<file path="src/rtl/vzd_pkg.sv">
// Package for the varint / zigzag / delta decoder.
// Shared widths, constants and the accumulator-to-delta struct. No dependencies.
`default_nettype none

package vzd_pkg;

  localparam int unsigned WordBits   = 64;
  localparam int unsigned ByteBits   = 8;
  localparam int unsigned GroupBits  = 7;
  localparam int unsigned OffsetBits = 7;
  localparam int unsigned MoreBit    = 7;

  localparam logic [ByteBits-1:0]   PayloadMask = 8'h7F;
  localparam logic [OffsetBits-1:0] GroupStep   = 7'd7;
  localparam logic [OffsetBits-1:0] OffsetCap   = 7'd70;

  typedef logic [WordBits-1:0] word_t;

  // finished number handed from the accumulator to the delta stage
  typedef struct packed {
    logic  last;
    word_t word;
  } acc_word_t;

endpackage

`default_nettype wire

</file>
<file path="src/rtl/vzd_accum.sv">
// Varint accumulator: gathers 7-bit groups into a 64-bit word.
// Depends on vzd_pkg.
`default_nettype none

module vzd_accum (
  input  wire logic                          clk_i,
  input  wire logic                          rst_ni,
  input  wire logic                          step_i,
  input  wire logic [vzd_pkg::ByteBits-1:0]  data_byte_i,
  output vzd_pkg::acc_word_t                 acc_o
);

  vzd_pkg::word_t                    partial_sum_q, partial_sum_d;
  logic [vzd_pkg::OffsetBits-1:0]    bit_offset_q, bit_offset_d;
  vzd_pkg::word_t                    group_ext;
  vzd_pkg::word_t                    shifted;
  vzd_pkg::word_t                    merged;
  logic                              in_range;
  logic                              last;

  assign in_range  = ~bit_offset_q[vzd_pkg::OffsetBits-1];  // offset < 64
  assign last      = ~data_byte_i[vzd_pkg::MoreBit];
  assign group_ext = vzd_pkg::word_t'(data_byte_i & vzd_pkg::PayloadMask);
  assign shifted   = group_ext << bit_offset_q[vzd_pkg::OffsetBits-2:0];
  assign merged    = in_range ? (partial_sum_q | shifted) : partial_sum_q;

  assign acc_o.last = last;
  assign acc_o.word = merged;

  always_comb begin
    partial_sum_d = partial_sum_q;
    bit_offset_d  = bit_offset_q;
    if (step_i) begin
      if (last) begin
        partial_sum_d = '0;
        bit_offset_d  = '0;
      end else begin
        partial_sum_d = merged;
        // offset sticks at 70 once past the word
        if (in_range) begin
          bit_offset_d = bit_offset_q + vzd_pkg::GroupStep;
        end
      end
    end
  end

  always_ff @(posedge clk_i or negedge rst_ni) begin
    if (!rst_ni) begin
      partial_sum_q <= '0;
      bit_offset_q  <= '0;
    end else begin
      partial_sum_q <= partial_sum_d;
      bit_offset_q  <= bit_offset_d;
    end
  end

`ifndef ASSERT_OFF
  a_offset_cap: assert property (@(posedge clk_i) disable iff (!rst_ni)
    bit_offset_q <= vzd_pkg::OffsetCap)
    else $error("bit offset beyond cap");

  a_clear_on_last: assert property (@(posedge clk_i) disable iff (!rst_ni)
    step_i && last |=> bit_offset_q == '0 && partial_sum_q == '0)
    else $error("accumulator not cleared after last byte");

  a_offset_grows: assert property (@(posedge clk_i) disable iff (!rst_ni)
    step_i && !last && in_range |=> bit_offset_q == $past(bit_offset_q) + vzd_pkg::GroupStep)
    else $error("offset did not advance by one group");
`endif

endmodule

`default_nettype wire

</file>
<file path="src/rtl/vzd_delta.sv">
// Zigzag decode and delta reconstruction, plus the delta_mode register.
// Depends on vzd_pkg.
`default_nettype none

module vzd_delta (
  input  wire logic                 clk_i,
  input  wire logic                 rst_ni,
  input  wire logic                 cfg_we_i,
  input  wire logic                 cfg_mode_i,
  input  wire logic                 fire_i,
  input  wire vzd_pkg::acc_word_t   acc_i,
  output vzd_pkg::word_t            value_o
);

  logic           delta_mode_q;
  logic           first_pending_q, first_pending_d;
  vzd_pkg::word_t running_total_q, running_total_d;
  vzd_pkg::word_t decoded;
  vzd_pkg::word_t total_next;

  assign decoded    = (acc_i.word >> 1) ^ {vzd_pkg::WordBits{acc_i.word[0]}};
  assign total_next = first_pending_q ? decoded : (running_total_q + decoded);
  assign value_o    = delta_mode_q ? total_next : decoded;

  always_comb begin
    first_pending_d = first_pending_q;
    running_total_d = running_total_q;
    if (fire_i && delta_mode_q) begin
      first_pending_d = 1'b0;
      running_total_d = total_next;
    end
  end

  always_ff @(posedge clk_i or negedge rst_ni) begin
    if (!rst_ni) begin
      delta_mode_q    <= 1'b1;
      first_pending_q <= 1'b1;
      running_total_q <= '0;
    end else begin
      if (cfg_we_i) begin
        delta_mode_q <= cfg_mode_i;
      end
      first_pending_q <= first_pending_d;
      running_total_q <= running_total_d;
    end
  end

`ifndef ASSERT_OFF
  a_first_cleared: assert property (@(posedge clk_i) disable iff (!rst_ni)
    fire_i && delta_mode_q |=> !first_pending_q)
    else $error("first_pending still set after delta value");

  a_direct_keeps_total: assert property (@(posedge clk_i) disable iff (!rst_ni)
    !fire_i |=> $stable(running_total_q) && $stable(first_pending_q))
    else $error("delta state changed without a completed number");

  a_total_is_output: assert property (@(posedge clk_i) disable iff (!rst_ni)
    fire_i && delta_mode_q |=> running_total_q == $past(value_o))
    else $error("running total differs from emitted value");

  a_fire_on_last: assert property (@(posedge clk_i) disable iff (!rst_ni)
    fire_i |-> acc_i.last)
    else $error("delta stage fired on a continuation byte");
`endif

endmodule

`default_nettype wire

</file>
<file path="src/rtl/varint_zigzag_delta_decoder_unit.sv">
// Top level of the varint / zigzag / delta decoder: input and result registers.
// Depends on vzd_pkg, vzd_accum and vzd_delta.
//
//   channel | signals                              | payload
//   --------+--------------------------------------+-------------------------
//   in      | in_valid_i, in_stall_o               | data_byte_i [7:0]
//   out     | out_valid_o, out_stall_i             | value_o [63:0] signed
//   cfg     | cfg_valid_i, cfg_ready_o (always 1)  | delta_mode_i
//
// One byte per cycle sustained unless a final byte is held back by out_stall_i.
// A byte is registered, then decoded against the accumulator and delta state,
// and a finished number lands in the result register. While a result waits
// under out_stall_i, continuation bytes still drain; a final byte waits in the
// input register and in_stall_o rises behind it.
// Reset clears all state but data_byte_q and value_q; delta_mode comes up as 1.
`default_nettype none

module varint_zigzag_delta_decoder_unit (
  input  wire logic                          clk_i,
  input  wire logic                          rst_ni,
  input  wire logic                          in_valid_i,
  output      logic                          in_stall_o,
  input  wire logic [vzd_pkg::ByteBits-1:0]  data_byte_i,
  output      logic                          out_valid_o,
  input  wire logic                          out_stall_i,
  output      logic signed [vzd_pkg::WordBits-1:0] value_o,
  input  wire logic                          cfg_valid_i,
  output      logic                          cfg_ready_o,
  input  wire logic                          delta_mode_i
);

  logic                           in_valid_q;
  logic [vzd_pkg::ByteBits-1:0]   data_byte_q;
  logic                           out_valid_q;
  vzd_pkg::word_t                 value_q;
  vzd_pkg::word_t                 value_next;
  vzd_pkg::acc_word_t             acc;
  logic                           completes;
  logic                           out_free;
  logic                           proceed;
  logic                           emit;
  logic                           accept;

  assign completes = ~data_byte_q[vzd_pkg::MoreBit];
  assign out_free  = ~out_valid_q | ~out_stall_i;
  assign proceed   = in_valid_q & (~completes | out_free);
  assign emit      = proceed & completes;

  assign in_stall_o  = in_valid_q & ~proceed;
  assign accept      = in_valid_i & ~in_stall_o;
  assign cfg_ready_o = 1'b1;
  assign out_valid_o = out_valid_q;
  assign value_o     = value_q;

  vzd_accum u_accum (
    .clk_i       (clk_i),
    .rst_ni      (rst_ni),
    .step_i      (proceed),
    .data_byte_i (data_byte_q),
    .acc_o       (acc)
  );

  vzd_delta u_delta (
    .clk_i      (clk_i),
    .rst_ni     (rst_ni),
    .cfg_we_i   (cfg_valid_i),
    .cfg_mode_i (delta_mode_i),
    .fire_i     (emit),
    .acc_i      (acc),
    .value_o    (value_next)
  );

  always_ff @(posedge clk_i or negedge rst_ni) begin
    if (!rst_ni) begin
      in_valid_q  <= 1'b0;
      out_valid_q <= 1'b0;
    end else begin
      if (accept) begin
        in_valid_q <= 1'b1;
      end else if (proceed) begin
        in_valid_q <= 1'b0;
      end
      if (emit) begin
        out_valid_q <= 1'b1;
      end else if (!out_stall_i) begin
        out_valid_q <= 1'b0;
      end
    end
  end

  always_ff @(posedge clk_i) begin
    if (accept) begin
      data_byte_q <= data_byte_i;
    end
    if (emit) begin
      value_q <= value_next;
    end
  end

`ifndef ASSERT_OFF
  a_stall_needs_item: assert property (@(posedge clk_i) disable iff (!rst_ni)
    in_stall_o |-> in_valid_q && completes && out_valid_q && out_stall_i)
    else $error("input stalled without a blocked final byte");

  a_no_overwrite: assert property (@(posedge clk_i) disable iff (!rst_ni)
    out_valid_q && out_stall_i |-> !emit)
    else $error("result register overwritten while held");

  a_emit_sets_valid: assert property (@(posedge clk_i) disable iff (!rst_ni)
    emit |=> out_valid_q && value_q == $past(value_next))
    else $error("completed number not captured");
`endif

endmodule

`default_nettype wire

</file>
<file path="config.mk">
export PLATFORM = sky130hd
export DESIGN_NAME = varint_zigzag_delta_decoder_unit
export DESIGN_NICKNAME = d
export VERILOG_FILES = /design/src/rtl/vzd_pkg.sv /design/src/rtl/vzd_accum.sv /design/src/rtl/vzd_delta.sv /design/src/rtl/varint_zigzag_delta_decoder_unit.sv
export SDC_FILE = /design/constraint.sdc
export NUM_CORES = 1
export LEC_CHECK = 0
export ABC_AREA = 1
export BUFFER_PORTS_ARGS = -buffer_cell sky130_fd_sc_hd__buf_2
export CORE_ASPECT_RATIO = 0.7
export CORE_MARGIN = 2
export CORE_UTILIZATION = 35
export DETAILED_ROUTE_END_ITERATION = 7
export HOLD_SLACK_MARGIN = 0.03
export PLACE_DENSITY_LB_ADDON = 0.1
export SLEW_MARGIN = 20
export SYNTH_ARGS = -nofsm -noshare
export SYNTH_HDL_FRONTEND = slang
export SYNTH_HIERARCHICAL = 1
export SYNTH_SLANG_ARGS = --single-unit
</file>
<file path="constraint.sdc">
create_clock -name clk_i -period 3.4 [get_ports clk_i]
set_input_delay 0 -clock clk_i [delete_from_list [all_inputs] [get_ports clk_i]]
set_output_delay 0 -clock clk_i [all_outputs]
set_load 0.05 [all_outputs]
</file>
Yosys cells after proc, flatten, opt, wreduce, memory -nomap -nowiden
Index checks and enable logic that the tools add are counted.

word-level totals
  register bits after elaboration = 211
  input port bits = 14
  output and inout port bits = 67
  logic and storage cells = 41

cells by class
  $add $sub $neg = 2
  eq/ne operators = 2
  shift operators = 1
  multiplexer cells = 10
  bitwise operators = 13
  reductions and logical operators = 3

operator list
  cell                                                              count
  64-bit 2-to-1 mux                                                 4
  64-bit adder                                                      1
  64-bit bitwise OR                                                 1
  7-bit by 6-bit << shifter with 64-bit output                      1
  63-bit by 64-bit XOR with 64-bit output                           1
  7-bit 2-to-1 mux                                                  2
  7-bit by 3-bit adder with 7-bit output (second input constant)    1
  1-bit inverter                                                    5
  1-bit bitwise AND                                                 4
  1-bit 2-to-1 mux                                                  4
  2-bit by 1-bit != test with 1-bit output (second input constant)  1
  2-bit != test (second input constant)                             1
  1-bit bitwise OR                                                  2
  2-bit AND reduction                                               1
  2-bit nonzero test                                                1
  1-bit logical AND                                                 1

Longest topological paths before layout
  depth after elaboration = 9
  mapped depth = 29
  depth with buffers taken out = 29

Cells and area by module
Netlist, hierarchy kept.

modules (own cells, without submodules)
  module                            instances  cells an instance  area an instance (µm²)  seq. area each (µm²)
  vzd_delta                         1          2000               10563.9                 1654.1
  vzd_accum                         1          587                4215.3                  1776.7
  varint_zigzag_delta_decoder_unit  1          89                 2284.7                  2212.1

Least setup slack after synthesis
No wires, ideal clock.

  kind = reg2reg
  start = reg u_accum/bit_offset_q[5] (netlist bit)
  end = reg value_q[46], in the netlist value_o[46], data pin
  library setup time = 0.253 ns
  arrival = 3.340 ns
  required time = 3.147 ns
  slack = -0.193 ns
  stages on the path, launching flop included = 28
  path buffers = 5
  clock period less this slack = 3.593 ns
  path through = dfrtp_1 > buf_4 > nor2_1 > buf_2 > a21oi_1 > inv_1 > clkbuf_1 > buf_2 > buf_4 > xnor2_1 > inv_1 > ha_1 > inv_1 > fa_1 > inv_1 > nand3_1 > nand2_2 > nand2_1 > nand2_1 > nand2_1 > nand2_1 > nand2_1 > nand2_2 > nand2_1 > nand3_1 > nand3_1 > nand3_1 > nand2_1

RTL lines
  item                    line                                    text
  from (decl)             vzd_accum.sv:14                         logic [vzd_pkg::OffsetBits-1:0] bit_offset_q, bit_offset_d;
  from (signal assigned)  vzd_accum.sv:53                         bit_offset_q <= bit_offset_d;
  to (signal assigned)    varint_zigzag_delta_decoder_unit.sv:96  value_q <= value_next;
  to (decl)               varint_zigzag_delta_decoder_unit.sv:35  vzd_pkg::word_t value_q;

==> results.json <==
{
  "clk_pin_slew_worst_paths_ps": 60,
  "arrival_ps": 4080,
  "nFillCells": 4647,
  "pin_count": 81,
  "core_area_um2": 48000,
  "place.gp.congestion": 0.982,
  "postPlaceCellArea_um2": 21300,
  "initial_utilization_pct": 35.6,
  "vias_per_cell": 4.92,
  "rsz0062_at_grt": "true",
  "finalCritPeriodShare_pct": 110,
  "outcome": "finished with violations",
  "dpl.hpwl_um": 56000,
  "clockBufferDepth": 3,
  "gr-total-overflow": 0,
  "clock_sinks": 211,
  "relSlewSlack_pct": 31.7,
  "vias": 19202,
  "synth_nets": 2762,
  "ir_drop_mv": 0.498,
  "endpoint_kind": "flip-flop",
  "dr.first_iter.drc_count": 1606,
  "worst_slack_ps": -342,
  "clockRootBuffer": "clkbuf_16",
  "drc": 0,
  "crit_top_cell": "nand2_2",
  "port_buffers": 79,
  "setup_viol": 106,
  "finalHoldViolCount": 0,
  "crit_path_start_kind": "flip-flop",
  "wl_per_cell_um": 19.1,
  "grt_pass1_wl_um": 111000,
  "fp.dieW_um": 268,
  "wl_um": 74700,
  "use_met1_pct": 46.3,
  "drtAntennaViolNets": 0,
  "hp-class": "input port to flip-flop",
  "grtUsageTotal_pct": 29.3,
  "seqCellArea_um2": 5640,
  "worst_slew_pin_slew_ps": 1020,
  "syn_area_um2": 17100,
  "multiInputGateArea_um2": 12800,
  "design_area_um2": 26600,
  "leakage_nw": 13.7,
  "areaGrowthSynthToFinish_pct": 56.2,
  "skew_ps": 26.4,
  "cap_viol_max_count": 0,
  "finalCriticalPeriod_ps": 3740,
  "netlist_instances": 2675,
  "dp_slack_ps": -1180,
  "max_freq_mhz": 267,
  "slowest_stage": "dfrtp_2",
  "drive_gt1_share_pct": 40.5,
  "dieHeight_um": 189,
  "syn_area_per_cell_um2": 6.38,
  "diodes": 0,
  "cts_tree": "built",
  "rows": 67,
  "crit_required_ps": 3730,
  "slew_violations": 0,
  "fin_nets": 3316,
  "cp_max_fo": 8,
  "top_usage_layer": "met1",
  "antenna_found_initial": 0,
  "grt_max_degree": 74,
  "clk_latency_ps": 600,
  "p_per_area_nw_per_um2": 1160,
  "numCtsBuffers": 25,
  "ys.warnings.count": 6,
  "violations": "negative setup slack",
  "grt_pass1_vias": 18203,
  "dieArea_um2": 50500,
  "critPathMaxStageDelay_ps": 480,
  "grt_util_met2_pct": 40.8,
  "htreeDepth": 1,
  "path_class": "flip-flop to flip-flop",
  "drt_first_pass_iters": 7,
  "grt_util_met3_pct": 5.72
}
[where the power goes]
group	leakage (nW)	total, mW	switching (mW)	internal, mW
registers	2.53	4.07	0.552	3.52
clock network	0.385	2.74	1.20	1.54
logic	10.8	24.2	13.4	10.8
total	13.7	31.0	15.2	15.9
[state kept, by name (all words and copies together), names as in the netlist]
signal / flops
u_accum/partial_sum_q: 64
u_delta/running_total_q: 64
value_o: 64
data_byte_q: 8
u_accum/bit_offset_q: 7
in_valid_q: 1
out_valid_o: 1
u_delta/delta_mode_q: 1
u_delta/first_pending_q: 1
[layout make-up]
class                   count  area share, %
clock buffers              37           2.55
clock inverters             9          0.404
inverters                 469           6.67
multi-input cells        1911           48.2
flip-flops and latches    211           21.2
well taps                 655           3.08
repair buffers            611           18.0
[worst paths after layout]
| path | from | endpoint | slack [ps] | depth (start not counted) |
|---|---|---|---|---|
| hold / removal | data_byte_i[0] | data_byte_q[0] | 130 | 2 |
| hold reg to reg | u_delta/running_total_q[60] | u_delta/running_total_q[60] | 500 | 2 |
| min in group asynchronous | rst_ni | u_delta/running_total_q[5] | 540 | 3 |
| setup reg to reg | u_accum/bit_offset_q[0] | value_o[54] | -340 | 29 |
| setup / recovery | u_accum/bit_offset_q[0] | value_o[54] | -340 | 29 |
| max in group asynchronous | rst_ni | u_delta/running_total_q[10] | 1770 | 4 |
[routing by layer]
layer / wire, um / up-vias
li1: - / 9444
met1: 38600 / 9192
met2: 29300 / 500
met3: 5230 / 66
met4: 1500 / 0
met5: 0 / -
[worst max-delay path, delay by kind of cell, from the launching register on]
| kind | cells | cell delay [ps] |
|---|---|---|
| AO/OA/AOI/OAI | 1 | 90 |
| XOR/XNOR | 1 | 170 |
| adder cells (fa/ha/maj) | 1 | 250 |
| buffers and inverters | 8 | 940 |
| flip-flops | 1 | 480 |
| AND/OR/NAND/NOR | 18 | 1540 |
[through the flow]
| step | hold WS [ps] | setup TNS, ps | utilization [%] | total power [mW] | instances |
|---|---|---|---|---|---|
| 6_report | 132 | -18170 | 55.6 | 31.0 | 3903 |
| 5_1_grt | 129 | -42300 | 55.6 | 33.1 | 3903 |
| 4_1_cts | 101 | -14480 | 53.0 | 29.0 | 3878 |
| 3_5_place_dp | 70.2 | -70860 | 44.5 | 21.9 | 3765 |
| 3_3_place_gp | 71.8 | -70390 | 44.5 | 21.8 | 3765 |
| 2_1_floorplan | -296 | 0 | - | 13.1 | 2675 |
[timing repair]
action                                  CTS  global route
gates cloned                              2             0
hold endpoints to repair                123             0
endpoints found under the setup margin  121           121
pin swaps                               135           137
gates resized for setup                 597           256
buffers inserted                         50            25
hold buffers                             16             0
[layout by cell type, fill, tap and decap left out, types with 11 or more instances in the layout]
cell type / instances
a21oi_1: 137
a21oi_2: 28
buf_2: 78
buf_4: 465
buf_6: 37
clkbuf_1: 11
clkbuf_16: 25
dfrtp_1: 136
dlygate4sd3_1: 16
edfxtp_1: 72
ha_4: 65
inv_1: 396
inv_2: 63
nand2_1: 801
nand2_2: 209
nand2_4: 59
nand3_1: 127
nand3_2: 51
nand3_4: 18
nand4_1: 49
nor2_1: 63
nor2_2: 32
nor2_4: 40
o21ai_0: 38
o21ai_1: 25
o21ai_2: 12
xnor2_1: 12
xnor2_2: 30
xnor2_4: 15
No activity file was read; power rests on OpenSTA's default activity.
